**src/hdl/cct_pkg.sv**
```systemverilog
// ----------------------------------------------------------------------------
// Clock and countdown timer package
// Item types, state record, register indexes and key masks.
// ----------------------------------------------------------------------------
package cct_pkg;

    localparam int ACC_W = 13;

    localparam logic [ACC_W-1:0] ACC_MAX = 13'd8191;

    localparam logic [5:0] MIN_SEC_MAX = 6'd59;
    localparam logic [4:0] HOUR_MAX    = 5'd23;

    localparam logic [7:0] KEY_CLK_S = 8'h01;
    localparam logic [7:0] KEY_CLK_M = 8'h02;
    localparam logic [7:0] KEY_CLK_H = 8'h04;
    localparam logic [7:0] KEY_TMR_S = 8'h10;
    localparam logic [7:0] KEY_TMR_M = 8'h20;
    localparam logic [7:0] KEY_TMR_H = 8'h40;
    localparam logic [7:0] KEY_START = 8'h80;

    localparam logic [1:0] CFG_TICK_MS       = 2'd0;
    localparam logic [1:0] CFG_MS_PER_SECOND = 2'd1;
    localparam logic [1:0] CFG_REPEAT_MS     = 2'd2;

    localparam logic [1:0] MODE_STOPPED = 2'd0;
    localparam logic [1:0] MODE_RUNNING = 2'd1;
    localparam logic [1:0] MODE_ALARM   = 2'd2;

    typedef enum logic [2:0] {
        ST_STOPPED = 3'b001,
        ST_RUNNING = 3'b010,
        ST_ALARM   = 3'b100
    } run_state_t;

    typedef struct packed {
        logic       tick;
        logic [7:0] buttons;
    } cct_in_t;

    typedef struct packed {
        logic [4:0] clock_hours;
        logic [5:0] clock_minutes;
        logic [5:0] clock_seconds;
        logic [4:0] timer_hours;
        logic [5:0] timer_minutes;
        logic [5:0] timer_seconds;
        logic [1:0] mode;
        logic       buzzer;
        logic       alarm_lamp;
    } cct_out_t;

    typedef struct packed {
        logic [9:0]  tick_ms;
        logic [11:0] ms_per_second;
        logic [11:0] repeat_ms;
    } cct_cfg_t;

    typedef struct packed {
        logic [ACC_W-1:0] ms_acc;
        logic [ACC_W-1:0] rep_acc;
        logic [7:0]       repeat_key;
        logic [7:0]       held_keys;
        logic [4:0]       clock_h;
        logic [5:0]       clock_m;
        logic [5:0]       clock_s;
        logic [4:0]       down_h;
        logic [5:0]       down_m;
        logic [5:0]       down_s;
        run_state_t       run_state;
        logic             buzzer;
        logic             lamp;
    } cct_state_t;

endpackage

```
**src/hdl/clock_and_countdown_timer_unit.sv**
```systemverilog
// ----------------------------------------------------------------------------
// Clock and countdown timer unit
// Digital hh:mm:ss clock with a countdown timer, alarm and key handling.
// ----------------------------------------------------------------------------
// Each input item carries a tick flag and a sample of eight key levels; each
// accepted item yields exactly one result item with the clock, the timer, the
// timer mode, the buzzer level and the alarm lamp after that item.
// Items move on a valid/stall handshake: an item is taken at a clock edge
// where valid is high and stall is low, on the input and the result side.
// An accepted item waits in the input register; the step logic then
// updates the state register, whose contents form the result, which is
// valid from that update; one item per cycle is sustained without stalls.
// The input register takes a new item while a result waits, so a stall on
// the result side reaches the input side only once the input register is
// full; a stalled result holds its value.
// Configuration registers tick_ms, ms_per_second and repeat_ms: the user must
// write them via cfg_we, cfg_index and cfg_data while idle; not enforced.
// Reset clears the clock, the timer, the accumulators and the key history,
// stops the timer and restores the register defaults 33, 1000 and 300.
// ----------------------------------------------------------------------------
module clock_and_countdown_timer_unit
    import cct_pkg::*;
(
    input  logic        clk,
    input  logic        rst_n,
    input  logic        item_valid,
    output logic        item_stall,
    input  cct_in_t     item,
    output logic        result_valid,
    input  logic        result_stall,
    output cct_out_t    result,
    input  logic        cfg_we,
    input  logic [1:0]  cfg_index,
    input  logic [11:0] cfg_data
);

    logic       item_vld_reg;
    cct_in_t    item_reg;
    logic       result_vld_reg;
    cct_state_t state_reg;
    cct_state_t state_next;
    cct_cfg_t   cfg_reg;
    logic       advance;

    assign advance    = !result_vld_reg || !result_stall;
    assign item_stall = item_vld_reg && !advance;

    always_ff @(posedge clk or negedge rst_n)
    begin
        if (!rst_n)
        begin
            cfg_reg.tick_ms       <= 10'd33;
            cfg_reg.ms_per_second <= 12'd1000;
            cfg_reg.repeat_ms     <= 12'd300;
        end
        else if (cfg_we)
        begin
            unique case (cfg_index)
                CFG_TICK_MS:       cfg_reg.tick_ms       <= cfg_data[9:0];
                CFG_MS_PER_SECOND: cfg_reg.ms_per_second <= cfg_data;
                CFG_REPEAT_MS:     cfg_reg.repeat_ms     <= cfg_data;
                default:           cfg_reg               <= cfg_reg;
            endcase
        end
    end

    always_ff @(posedge clk or negedge rst_n)
    begin
        if (!rst_n)
        begin
            item_vld_reg <= 1'b0;
        end
        else if (!item_stall)
        begin
            item_vld_reg <= item_valid;
        end
    end

    always_ff @(posedge clk)
    begin
        if (item_valid && !item_stall)
        begin
            item_reg <= item;
        end
    end

    always_ff @(posedge clk or negedge rst_n)
    begin
        if (!rst_n)
        begin
            result_vld_reg <= 1'b0;
            state_reg      <= '{ms_acc: '0, rep_acc: '0, repeat_key: '0, held_keys: '0,
                                clock_h: '0, clock_m: '0, clock_s: '0,
                                down_h: '0, down_m: '0, down_s: '0,
                                run_state: ST_STOPPED, buzzer: 1'b0, lamp: 1'b0};
        end
        else if (advance)
        begin
            result_vld_reg <= item_vld_reg;
            if (item_vld_reg)
            begin
                state_reg <= state_next;
            end
        end
    end

    cct_step u_step (
        .state      (state_reg),
        .cfg        (cfg_reg),
        .item       (item_reg),
        .state_next (state_next)
    );

    always_comb
    begin
        result.clock_hours   = state_reg.clock_h;
        result.clock_minutes = state_reg.clock_m;
        result.clock_seconds = state_reg.clock_s;
        result.timer_hours   = state_reg.down_h;
        result.timer_minutes = state_reg.down_m;
        result.timer_seconds = state_reg.down_s;
        result.buzzer        = state_reg.buzzer;
        result.alarm_lamp    = state_reg.lamp;
        unique case (state_reg.run_state)
            ST_RUNNING: result.mode = MODE_RUNNING;
            ST_ALARM:   result.mode = MODE_ALARM;
            default:    result.mode = MODE_STOPPED;
        endcase
    end

    assign result_valid = result_vld_reg;

endmodule

```
**src/hdl/cct_step.sv**
```systemverilog
// ----------------------------------------------------------------------------
// Clock and countdown timer step logic
// Computes the state left by one item: ticks, one second, one key press and
// auto-repeat, in that order.
// ----------------------------------------------------------------------------
module cct_step
    import cct_pkg::*;
(
    input  cct_state_t state,
    input  cct_cfg_t   cfg,
    input  cct_in_t    item,
    output cct_state_t state_next
);

    function automatic cct_state_t clk_hour_inc(cct_state_t st);
        cct_state_t r;
        r = st;
        r.clock_h = (st.clock_h >= HOUR_MAX) ? 5'd0 : st.clock_h + 5'd1;
        return r;
    endfunction

    function automatic cct_state_t clk_min_inc(cct_state_t st);
        cct_state_t r;
        r = st;
        if (st.clock_m >= MIN_SEC_MAX)
        begin
            r.clock_m = 6'd0;
            r = clk_hour_inc(r);
        end
        else
        begin
            r.clock_m = st.clock_m + 6'd1;
        end
        return r;
    endfunction

    function automatic cct_state_t clk_sec_inc(cct_state_t st);
        cct_state_t r;
        r = st;
        if (st.clock_s >= MIN_SEC_MAX)
        begin
            r.clock_s = 6'd0;
            r = clk_min_inc(r);
        end
        else
        begin
            r.clock_s = st.clock_s + 6'd1;
        end
        return r;
    endfunction

    function automatic cct_state_t key_inc(cct_state_t st, logic [7:0] key);
        cct_state_t r;
        r = st;
        case (key)
            KEY_CLK_H: r = clk_hour_inc(st);
            KEY_CLK_M: r = clk_min_inc(st);
            KEY_CLK_S: r = clk_sec_inc(st);
            KEY_TMR_H: r.down_h = (st.down_h >= HOUR_MAX) ? 5'd0 : st.down_h + 5'd1;
            KEY_TMR_M: r.down_m = (st.down_m >= MIN_SEC_MAX) ? 6'd0 : st.down_m + 6'd1;
            KEY_TMR_S: r.down_s = (st.down_s >= MIN_SEC_MAX) ? 6'd0 : st.down_s + 6'd1;
            default:   r = st;
        endcase
        return r;
    endfunction

    function automatic logic [ACC_W-1:0] acc_add(logic [ACC_W-1:0] a, logic [9:0] b);
        logic [ACC_W:0] sum;
        sum = {1'b0, a} + {4'd0, b};
        return (sum > {1'b0, ACC_MAX}) ? ACC_MAX : sum[ACC_W-1:0];
    endfunction

    always_comb
    begin
        cct_state_t st;
        logic [7:0] fresh;
        logic [7:0] press;
        logic       running;

        st = state;

        if (item.tick)
        begin
            st.ms_acc = acc_add(st.ms_acc, cfg.tick_ms);
            if (st.repeat_key != 8'd0)
            begin
                st.rep_acc = acc_add(st.rep_acc, cfg.tick_ms);
            end
        end

        running = (st.run_state == ST_RUNNING);
        if (st.ms_acc >= {1'b0, cfg.ms_per_second})
        begin
            st.ms_acc = st.ms_acc - {1'b0, cfg.ms_per_second};
            st.buzzer = st.buzzer ^ running;
            st = clk_sec_inc(st);
            if (running)
            begin
                if (st.down_s == 6'd0)
                begin
                    st.down_s = MIN_SEC_MAX;
                    if (st.down_m == 6'd0)
                    begin
                        st.down_m = MIN_SEC_MAX;
                        st.down_h = (st.down_h == 5'd0) ? HOUR_MAX : st.down_h - 5'd1;
                    end
                    else
                    begin
                        st.down_m = st.down_m - 6'd1;
                    end
                end
                else
                begin
                    st.down_s = st.down_s - 6'd1;
                end
                if (st.down_s == 6'd0 && st.down_m == 6'd0 && st.down_h == 5'd0)
                begin
                    st.run_state = ST_ALARM;
                    st.lamp      = 1'b1;
                    st.buzzer    = 1'b1;
                end
            end
        end

        // Only the highest-priority new key acts in one item.
        fresh = item.buttons & ~st.held_keys;
        if ((fresh & KEY_CLK_H) != 8'd0)
            press = KEY_CLK_H;
        else if ((fresh & KEY_CLK_M) != 8'd0)
            press = KEY_CLK_M;
        else if ((fresh & KEY_CLK_S) != 8'd0)
            press = KEY_CLK_S;
        else if ((fresh & KEY_TMR_H) != 8'd0)
            press = KEY_TMR_H;
        else if ((fresh & KEY_TMR_M) != 8'd0)
            press = KEY_TMR_M;
        else if ((fresh & KEY_TMR_S) != 8'd0)
            press = KEY_TMR_S;
        else if ((fresh & KEY_START) != 8'd0)
            press = KEY_START;
        else
            press = 8'd0;

        st.held_keys = st.held_keys | press;
        if (press == KEY_START)
        begin
            unique case (st.run_state)
                ST_RUNNING:
                begin
                    st.run_state = ST_STOPPED;
                    st.buzzer    = 1'b0;
                    st.down_h    = 5'd0;
                    st.down_m    = 6'd0;
                    st.down_s    = 6'd0;
                end
                ST_ALARM:
                begin
                    st.run_state = ST_STOPPED;
                    st.buzzer    = 1'b0;
                    st.lamp      = 1'b0;
                end
                default:
                begin
                    st.run_state = ST_RUNNING;
                end
            endcase
        end
        else if (press != 8'd0)
        begin
            st = key_inc(st, press);
            st.repeat_key = press;
        end

        st.held_keys = st.held_keys & item.buttons;

        if ((st.repeat_key & ~st.held_keys) != 8'd0)
        begin
            st.repeat_key = 8'd0;
            st.rep_acc    = '0;
        end
        else if (st.rep_acc >= {1'b0, cfg.repeat_ms})
        begin
            st.rep_acc = st.rep_acc - {1'b0, cfg.repeat_ms};
            st = key_inc(st, st.repeat_key);
        end

        state_next = st;
    end

endmodule

```
**config.mk**
```make
export PLATFORM = sky130hd
export DESIGN_NAME = clock_and_countdown_timer_unit
export DESIGN_NICKNAME = d
export VERILOG_FILES = /design/src/hdl/cct_pkg.sv /design/src/hdl/clock_and_countdown_timer_unit.sv /design/src/hdl/cct_step.sv
export SDC_FILE = /design/constraint.sdc
export NUM_CORES = 1
export LEC_CHECK = 0
export BUFFER_PORTS_ARGS = -buffer_cell sky130_fd_sc_hd__buf_2
export CORE_MARGIN = 4
export CORE_UTILIZATION = 47
export CTS_BUF_LIST = sky130_fd_sc_hd__clkbuf_16
export DETAILED_ROUTE_END_ITERATION = 12
export GPL_ROUTABILITY_DRIVEN = 1
export GPL_TIMING_DRIVEN = 0
export HOLD_SLACK_MARGIN = 0.02
export PLACE_DENSITY = 0.67
export REMOVE_ABC_BUFFERS = 1
export SLEW_MARGIN = 5
export SYNTH_ARGS = -nofsm -noshare
export SYNTH_HDL_FRONTEND = slang
export SYNTH_HIERARCHICAL = 1
export SYNTH_SLANG_ARGS = --single-unit
export TNS_END_PERCENT = 100
```
**constraint.sdc**
```tcl
create_clock -name clk -period 16.15 [get_ports clk]
set_clock_uncertainty 0.2 [all_clocks]
set_input_delay 1.615 -clock clk [delete_from_list [all_inputs] [get_ports clk]]
set_output_delay 1.615 -clock clk [all_outputs]
set_load 0.01 [all_outputs]
```
== Word level (Yosys, flattened, before mapping) ==
Cells that the tools add are included.

* Input port bits: 28
* Word-level logic and storage cells: 175
* Output and inout port bits: 40
* Flip-flop bits (word level): 126

* Equality and inequality tests: 19
* Bitwise operators: 7
* $lt $le $gt $ge: 19
* Reduce and logical (&&, ||, !) cells: 24
* Muxes and demuxes: 64
* $add $sub $neg: 22

{| class="wikitable"
|+ Operator list
! kind !! number
|-
| 6-bit two-way mux || 18
|-
| 17-bit case mux with 3 select lines || 2
|-
| 81-bit two-way mux || 1
|-
| 68-bit two-way mux || 1
|-
| 11-bit two-way mux || 6
|-
| 22-bit two-way mux || 3
|-
| 5-bit two-way mux || 13
|-
| 6-bit by 1-bit adder with 6-bit output (second input constant) || 10
|-
| 6-bit >= comparator (second input constant) || 10
|-
| 8-bit two-way mux || 7
|-
| 55-bit two-way mux || 1
|-
| 47-bit two-way mux || 1
|-
| 13-bit two-way mux || 3
|-
| 33-bit two-way mux || 1
|-
| 13-bit by 10-bit adder with 14-bit output || 2
|-
| 14-bit by 13-bit > comparator with 1-bit output (second input constant) || 2
|-
| 13-bit by 12-bit >= comparator with 1-bit output || 2
|-
| 26-bit two-way mux || 1
|-
| 13-bit by 12-bit subtractor with 13-bit output || 2
|-
| 5-bit by 1-bit adder with 5-bit output (second input constant) || 5
|-
| 5-bit >= comparator (second input constant) || 5
|-
| 8-bit AND || 3
|-
| 6-bit logical NOT || 4
|-
| 8-bit nonzero test || 3
|-
| other kinds (28) || 49
|}

== Logic depth before layout (Yosys ltp) ==
* Depth after elaboration: 39
* Mapped depth: 36
* Mapped depth without buffers: 34

== By module ==
Netlist, hierarchy kept.

{| class="wikitable"
|+ By module, submodules not included
! module !! sequential area each (µm²) !! cells an instance !! times used !! area each (µm²)
|-
| cct_step || 0.0 || 1058 || 1 || 6754.0
|-
| clock_and_countdown_timer_unit || 3214.3 || 300 || 1 || 5353.9
|}

== Worst setup path after synthesis ==
OpenSTA, ideal clock, no wires.

* Path kind: register to register
* Start point: reg cfg_reg[25] (netlist bit)
* End point: reg state_reg (netlist bit result[29])
* Cell stages (with the launch flop): 32
* Library setup time: 125 ps
* Data required time: 15825 ps
* Data arrival time: 7043 ps
* Buffers on the path: 2
* Period minus slack after synthesis: 7369 ps
* Setup slack: 8781 ps
* Path through: dfrtp_1 ha_1 a21oi_1 nand4b_1 a21boi_0 a21o_1 and4_1 clkbuf_1 nor2_1 a21oi_1 ha_1 a21o_1 a21oi_1 a31oi_1 o31a_1 nor3_2 a21oi_2 mux2_2 ha_1 a221oi_4 o31ai_1 o21ai_0 ha_1 inv_1 a211oi_1 o211ai_2 o31a_1 or3_1 clkbuf_1 o21bai_1 a21o_1 mux2_4

{| class="wikitable"
|+ RTL lines
! element !! RTL line !! text
|-
| from (decl) || clock_and_countdown_timer_unit.sv:42 || <nowiki>cct_cfg_t cfg_reg;</nowiki>
|-
| from (signal assigned) || clock_and_countdown_timer_unit.sv:62 || <nowiki>default: cfg_reg <= cfg_reg;</nowiki>
|-
| to (signal assigned) || clock_and_countdown_timer_unit.sv:92 || <nowiki>state_reg <= '{ms_acc: '0, rep_acc: '0, repeat_key: '0, held_keys: '0,</nowiki>
|-
| to (signal assigned) || clock_and_countdown_timer_unit.sv:102 || <nowiki>state_reg <= state_next;</nowiki>
|-
| to (decl) || clock_and_countdown_timer_unit.sv:40 || <nowiki>cct_state_t state_reg;</nowiki>
|}

==> reports/metrics.cfg <==
[global_routing]
gr-usage-all-layers_pct = 20.6
first_global_vias = 9710
top_usage_layer = met2
use_met1_pct = 29.9
grt_pass1_wl_um = 48900
grt_antenna_before_repair = 0
use_met3_pct = 2.64
grt_overflow_total = 0
use_met2_pct = 32.5
grt_start_max_net_pins = 76

[sta]
tightest_slew_ns = 1.25
rsz0062_at_grt = false
period_share_pct = 58.7
tns_ns = 0
hold_ws_ns = 0.292
maxSlewHeadroom_pct = 16.1
setup_viol = 0
clock.fmax_mhz = 106
final-hold-violation-count = 0
slew_violations = 0
period_needed_ns = 9.47

[critical_path]
reg2reg_from = cfg_reg[25]
worstSetupPathType = reg2reg
crit_top_cell = ha_1
arrival_ns = 9.57
cp.required_ns = 16.25
worst_setup_path_start_kind = register
crit_fanout = 18
max_stage_delay_ns = 0.81
r2r_end = result[29]
worst-r2r-setup-slack_ns = 6.68
endpoint_kind = register
reg2reg_depth = 29
slowest_stage = nor2_2

[hold_path]
holdPathStages = 1
holdPathEnd = result_valid
hp-class = reg2reg
min_from = item_vld_reg

[clocking]
htreeDepth = 4
cts_resized = 0
numCtsBuffers = 17
cts_hold_buf = 0
post-cts-setup-buffer-count = 0
clk_pin_slew_ns = 0.06
cts_tree = yes
cts_max_path_buffers = 2
clock_latency_ns = 0.42
cts.sink_count = 126
root_buffer = clkbuf_16

[status]
status = complete, no violations

[detailed_routing]
routed_via_density = 5.86
drtIter0Drc = 744
remaining_drc_errors = 0
totalWireLength_um = 29000
num_vias = 10000
drt-wirelength-per-cell_um = 16.9
antenna_left = 0
dr.pass1.iters = 5

[synth]
synth-seq-cells = 126
ys.flop_type = dfrtp_1
synth-edff-count = 9
seq_area_frac_synth_pct = 26.5
async_flop_share_pct = 92.9
ys_types = 93
synth_commonest_cells = nor2_1 (129), dfrtp_1 (104), nand2_1 (104)
synth_top_cell_by_area = dfrtp_1
yosysWarnings = 6
syn_area_sq_mm = 0.0121
synth_top_area_share_pct = 21.5
synth_area_leaders = dfrtp_1 (21%), mux2_4 (9.9%), ha_1 (6.5%), mux2_2 (4.1%), a21oi_1 (4.1%)
syn_avg_cell_area_sq_um = 8.92
yosysMostFrequentCell = nor2_1
synth_cells = 1358

[final_layout]
largest_reg_flops = 45
drive_gt1_share_pct = 19.6
utilization_pct = 51.8
syn2layout_area_growth_pct = 8.02
diodes = 0
nets = 1465
fillerInstances = 2345

[floorplan]
dieArea_sq_mm = 0.0284
num_rows = 58
fp.dieW_um = 169
core_sq_mm = 0.0253
die_h_um = 169
initial_core_util_pct = 47.9
io_pins = 68

[place]
place_congestion = 0.891
io_buffers = 67
dp_hpwl_um = 21600

[power_and_ir_drop]
irDropWorstVdd_mv = 0.0930
p_leak_nw = 5.77
power_density_mw_per_mm2 = 212
finalPower_mw = 2.77

[run]
max-cap-violations = 0

cell usage in the layout, fill, tap and decap left out, types with 19 or more instances in the layout:
cell       instances
nor3_1            28
xnor2_1           41
a21oi_1           98
inv_1             83
mux2_4            80
nor2b_1           20
mux2i_1           19
nand2b_1          24
buf_2             66
mux2_2            44
ha_1              63
clkbuf_16         20
nand2_1          104
dfrtp_1          104
o21ai_0           67
a21o_1            21
nor2_1           129
nand3_1           31
metal layers:
layer	vias up	part of all wire, %
li1	4967	-
met1	4823	50
met2	219	45
met3	27	3.7
met4	0	1.2
met5	-	0
metrics by stage:
stage / instance area [sq um] / setup WS (ns) / std cells
after floorplan: 11500 / 8.64 / 1278
after global placement: 12300 / 7.01 / 1675
after detailed placement: 12400 / 6.89 / 1681
after CTS: 13100 / 6.79 / 1713
after global routing: 13100 / 5.92 / 1713
final: 13100 / 6.68 / 1713
layout make-up:
cell class	count	area [sq um]	area share [%]
multi-input cells	1073	8030	61.4
flip-flops and latches	126	3210	24.6
clock buffers	20	500	3.83
repair buffers	73	460	3.52
well taps	330	413	3.16
inverters	79	297	2.27
clock inverters	12	164	1.25
cells by family (layout without fill, tap and decap cells):
family / Yosys count / in the layout / synth area share, %
AND/OR/NAND/NOR: 432 / 432 / 17.7
flip-flops: 126 / 126 / 26.5
multiplexers: 143 / 143 / 15.6
buffers and inverters: 159 / 184 / 7.34
AO/OA/AOI/OAI: 376 / 376 / 21.7
XOR/XNOR: 55 / 55 / 3.98
adder cells (fa/ha/maj): 67 / 67 / 7.17
worst max-delay path by stage:
| stage | from | to | slack, ns | depth (start not counted) |
|---|---|---|---|---|
| after CTS | cfg_reg[25] | result[29] | 6.79 | 29 |
| after global placement | cfg_reg[25] | result[29] | 7.01 | 29 |
| after detailed placement | cfg_reg[25] | result[29] | 6.89 | 29 |
| final | cfg_reg[25] | result[29] | 6.68 | 29 |
| after floorplan | cfg_reg[25] | result[29] | 8.64 | 29 |
| after global routing | cfg_reg[25] | result[30] | 5.92 | 29 |
worst max-delay path: cells and delay by family, from the launching register on:
family	cells	cell delay, ns
muxes	1	0.25
adders and majority gates	4	1.26
buffers and inverters	1	0.06
DFF	1	0.44
and+or+nand+nor	6	2.69
AOI/OAI and AO/OA	17	4.43
power breakdown:
group          switching, mW  internal, mW
clock network          0.149         0.284
logic                  0.988         0.796
registers              0.134         0.420
Note: power is estimated with default switching activity, not from simulation.
